==> src/sv/set_assoc_cache_tag_lookup_unit_defines.svh <==
// Assertion shorthands shared by the cache tag lookup RTL.
`ifndef SET_ASSOC_CACHE_TAG_LOOKUP_UNIT_DEFINES_SVH
`define SET_ASSOC_CACHE_TAG_LOOKUP_UNIT_DEFINES_SVH

// Condition must hold at every enabled edge.
`define SACTL_ASSERT_ALWAYS(label, clk, rst, cond, msg) \
   label: assert property (@(posedge clk) disable iff (rst) (cond)) else $error(msg);

// Consequent must hold in the same cycle as the antecedent.
`define SACTL_ASSERT_IMPL(label, clk, rst, ante, cons, msg) \
   label: assert property (@(posedge clk) disable iff (rst) (ante) |-> (cons)) else $error(msg);

// Consequent must hold in the cycle after the antecedent.
`define SACTL_ASSERT_NEXT(label, clk, rst, ante, cons, msg) \
   label: assert property (@(posedge clk) disable iff (rst) (ante) |=> (cons)) else $error(msg);

`endif

==> src/sv/sactl_ram.sv <==
`default_nettype none

module sactl_ram #(
   parameter int WIDTH = 8,
   parameter int DEPTH = 16
) (
   input  wire logic                                     clock,
   input  wire logic                                     wr_en,
   input  wire logic [((DEPTH > 1) ? $clog2(DEPTH) : 1)-1:0] wr_addr,
   input  wire logic [WIDTH-1:0]                         wr_data,
   input  wire logic                                     rd_en,
   input  wire logic [((DEPTH > 1) ? $clog2(DEPTH) : 1)-1:0] rd_addr,
   output logic [WIDTH-1:0]                              rd_data
);

   logic [WIDTH-1:0] mem_ff [DEPTH];
   logic [WIDTH-1:0] rd_data_ff;

   always_ff @(posedge clock) begin
      if (wr_en) begin
         mem_ff[wr_addr] <= wr_data;
      end
      if (rd_en) begin
         rd_data_ff <= mem_ff[rd_addr];
      end
   end

   assign rd_data = rd_data_ff;

endmodule

`default_nettype wire
==> config.mk <==
export PLATFORM = sky130hd
export DESIGN_NAME = sactl_ram
export DESIGN_NICKNAME = d
export VERILOG_FILES = /design/src/sv/set_assoc_cache_tag_lookup_unit_defines.svh /design/src/sv/sactl_ram.sv
export SDC_FILE = /design/constraint.sdc
export NUM_CORES = 1
export LEC_CHECK = 0
export BUFFER_PORTS_ARGS = -buffer_cell sky130_fd_sc_hd__buf_4
export CAP_MARGIN = 20
export CORE_MARGIN = 2
export CORE_UTILIZATION = 55
export CTS_BUF_LIST = sky130_fd_sc_hd__clkbuf_8
export CTS_CLUSTER_SIZE = 28
export DETAILED_ROUTE_END_ITERATION = 12
export PLACE_DENSITY = 0.73
export SLEW_MARGIN = 15
export SYNTH_ARGS = -nofsm -noshare
export SYNTH_HDL_FRONTEND = slang
export SYNTH_SLANG_ARGS = --single-unit
==> constraint.sdc <==
create_clock -name clock -period 3.7 [get_ports clock]
set_input_delay 0.555 -clock clock [delete_from_list [all_inputs] [get_ports clock]]
set_output_delay 0.555 -clock clock [all_outputs]
set_load 0.01 [all_outputs]
=== After elaboration in Yosys (flattened, before gate mapping) ===
Memories as Yosys holds them, arrays and structs flattened. A register that Yosys moved wholly into a read port is not among the register bits.
Cells that the tools add are included.

* Register bits: 0
* RAM bits: 128
* Memories: 1

* Mux-type cells: 2

{| class="wikitable"
|+ Memories
! name !! words !! bits a word !! rd ports !! clocked after memory_dff !! write ports !! RTL line !! text
|-
| mem_ff || 16 || 8 || 1 || 1 || 1 || sactl_ram.sv:16 || <nowiki>logic [WIDTH-1:0] mem_ff [DEPTH];</nowiki>
|}

{| class="wikitable"
|+ Operator list
! operator !! number
|-
| $mux W1 || 2
|}

=== Logic depth before layout (Yosys ltp) ===
* Depth after elaboration: 2
* Mapped depth: 5
* Gate-level depth less buffers: 3

=== Worst setup path after synthesis ===
OpenSTA, ideal clock, no wires.

* Path kind: input to register
* Start point: input port wr_addr[2] (netlist name)
* End point: memory mem_ff[0][0] (enable)
* Library setup time: 0.383 ns
* Arrival time: 1.665 ns
* Required time: 3.317 ns
* Setup slack: 1.652 ns
* Stages on the path: 2
* Path buffers: 0
* Cell sequence: or3b_2 -> nor3_1

{| class="wikitable"
|+ RTL lines
! element !! RTL line !! text
|-
| start, declared || sactl_ram.sv:9 || <nowiki>input wire logic [((DEPTH > 1) ? $clog2(DEPTH) : 1)-1:0] wr_addr,</nowiki>
|-
| end, declared || sactl_ram.sv:16 ||
|}

No word-level cell before the write port.

==> flow_metrics.py <==
metrics = {
    "detailed_routing": {
        "ant_nets": 0,
        "first_iter_violations": 269,
        "avgViaCountPerCell": 5.890,
        "first_pass_iters": 5,
        "vias": 2403,
        "wl_per_cell_um": 23.11,
        "routed_wl_um": 9430,
        "drc": 0,
    },
    "flow_run": {
        "max_cap_violations": 0,
    },
    "clock_tree": {
        "cts_hold_buf": 0,
        "clk_path_buf_depth": 2,
        "tritoncts": "yes",
        "cts.sinks": 136,
        "postCtsSetupRepairBufs": 0,
        "h-tree-depth": 4,
        "cts.repair.resized": 0,
        "clkTransAtPathRegs_ns": 0.07,
        "insertion_delay_ns": 0.42,
        "cts_buffers": 17,
        "root_buffer": "clkbuf_8",
    },
    "pwr": {
        "vdd_ir_drop_max_v": 0.0002719,
        "pwr-share-comb_pct": 5.1,
        "clkPwrFrac_pct": 38.6,
        "power.switching_uw": 638.0,
        "seq_power_share_pct": 56.3,
        "internal_power_uw": 2458,
        "p_sw_share_pct": 20.61,
        "leakage_uw": 0.001934,
        "power_density_nw_per_um2": 523.2,
    },
    "synthesis": {
        "ys_seq_area_share_pct": 78.12,
        "synth_cells": 229,
        "synth_area_um2": 5228,
        "ys_seq_elements": 136,
        "synth_cell_type_count": 18,
        "postSynthAreaPerCell_um2": 22.83,
        "ys_warn_count": 0,
        "synthesis.nets": 248,
    },
    "grt": {
        "use_met2_pct": 31.69,
        "use_met1_pct": 29.38,
        "grt_overflow": 0,
        "top_usage_layer": "met2",
        "use_met3_pct": 4.762,
        "grt_pass1_vias": 2399,
        "grt_pass1_wl_um": 14310,
        "antenna_found_initial": 0,
        "grt_max_degree": 33,
        "grt.total_usage_pct": 20.43,
    },
    "worst_setup_path": {
        "start_kind": "input port",
        "reg2reg_slack_ns": 2.23,
        "critical_path_class": "in2reg",
        "endpoint_kind": "register",
        "crit_arrival_ns": 2.01,
        "r2r_end": "rd_data[5]$_DFFE_PP_",
        "reg2reg_from": "mem_ff[1][5]$_DFFE_PP_",
        "r2r_cells": 3,
        "cp_data_required_time_ns": 3.86,
        "worstPathMaxFanout": 32,
    },
    "final_layout": {
        "drive_gt1_share_pct": 27.96,
        "area_growth_pct": 13.19,
        "final_cell_mix": "136 x edfxtp_1, 28 x buf_4, 18 x mux4_2",
        "n_antenna_cell": 0,
        "nets": 285,
        "mostFrequentLayoutCell": "edfxtp_1",
    },
    "sta": {
        "relSlewSlack_pct": 30.95,
        "fin_crit_ns": 1.851,
        "rsz0062_at_grt": "no",
        "finalHoldViolCount": 0,
        "setup_violations": 0,
        "hold_slack_ns": 0.4208,
        "max_freq_ghz": 0.5403,
        "clock_skew_ns": 0.006637,
        "final_max_slew_viol_count": 0,
        "period_share_pct": 50.02,
        "setup_tns_ns": 0,
        "tightest_slew_ns": 1.030,
    },
    "run_status": {
        "outcome": "complete, no violations",
    },
    "die": {
        "core-area_um2": 9240,
        "start_util_pct": 56.57,
        "boundaryPins": 27,
        "rows": 35,
        "die_y_um": 101.5,
        "die-area_um2": 10300,
        "die_x_um": 101.5,
    },
    "place": {
        "place_congestion": 0.7192,
        "dp_hpwl_um": 5852,
        "io_buffers": 26,
    },
    "min_path": {
        "worstHoldStart": "rd_en",
        "hold_path.class": "in2reg",
        "min_path_cells": 1,
        "min_to": "rd_data[1]$_DFFE_PP_",
    },
}
## through the flow
step,power (uW),instance area (um2),worst slack (ns),utilization (%),cells
floorplan,1866,5228,1.652,-,229
global placement,1932,5523,1.386,59.77,376
detailed placement,1937,5523,1.378,59.77,376
CTS,3116,5917,1.838,64.04,408
global route,3189,5917,1.753,64.04,408
finish,3096,5917,1.849,64.04,408
## layout make-up
cell class / instances / area, um2
clock buffers: 17 / 234.0
clock inverters: 15 / 160.2
fillers: 613 / 3323
multi-input cells: 83 / 1067
flip-flops and latches: 136 / 4084
well taps: 129 / 161.4
repair buffers: 28 / 210.2
## kinds of logic after synthesis
logic type	after synthesis	share of synthesized area, %
flops	136	78.12
buf+inv	10	1.651
mux	32	14.79
simple gates	35	3.136
compound gates	16	2.298
## sequential cells by signal, summed over array words and instances (netlist names)
signal / cells
rd_data: 8
mem_ff: 128
## how the worst max path moves through the flow
stage                    start                     end  slack [ns]  cells after the start
finish              rd_addr[0]    rd_data[1]$_DFFE_PP_        1.85                      4
global route        rd_addr[0]    rd_data[5]$_DFFE_PP_        1.75                      4
CTS                 rd_addr[0]    rd_data[4]$_DFFE_PP_        1.84                      4
detailed placement  rd_addr[0]    rd_data[4]$_DFFE_PP_        1.38                      4
global placement    rd_addr[0]    rd_data[4]$_DFFE_PP_        1.39                      4
floorplan           wr_addr[2]  mem_ff[0][0]$_DFFE_PP_        1.65                      2
## per-layer routing
metal / up-vias / routed length, um
li1: 1052 / -
met1: 1235 / 4163
met2: 109 / 4667
met3: 7 / 543
met4: 0 / 55
met5: - / 0
## synthesized netlist by cell type (all sizes together)
master / instances / share of area (%)
and2b: 1 / 0.14
nor2: 13 / 0.93
nand2: 9 / 0.65
buf: 7 / 1.1
nand3: 1 / 0.096
nand2b: 2 / 0.24
clkdlybuf4s25: 3 / 0.57
or3b: 1 / 0.17
nor3: 4 / 0.38
a22oi: 16 / 2.3
mux4: 32 / 15
nor2b: 1 / 0.12
nand3b: 2 / 0.29
and2: 1 / 0.12
edfxtp: 136 / 78
## power groups by stage
stage / Combinational [uW] / Sequential [uW] / Clock [uW]
after floorplan: 87.6 / 1780 / 0
after global placement: 157 / 1780 / 0
after detailed placement: 161 / 1780 / 0
after CTS: 161 / 1740 / 1210
after global routing: 172 / 1740 / 1270
final: 159 / 1740 / 1190
## worst max-delay path: stages
cell and delay (ns):
buf_4 0.46, mux4_1 0.68, a22oi_1 0.16, nand2_1 0.11
(Power assumes the default switching activity.)
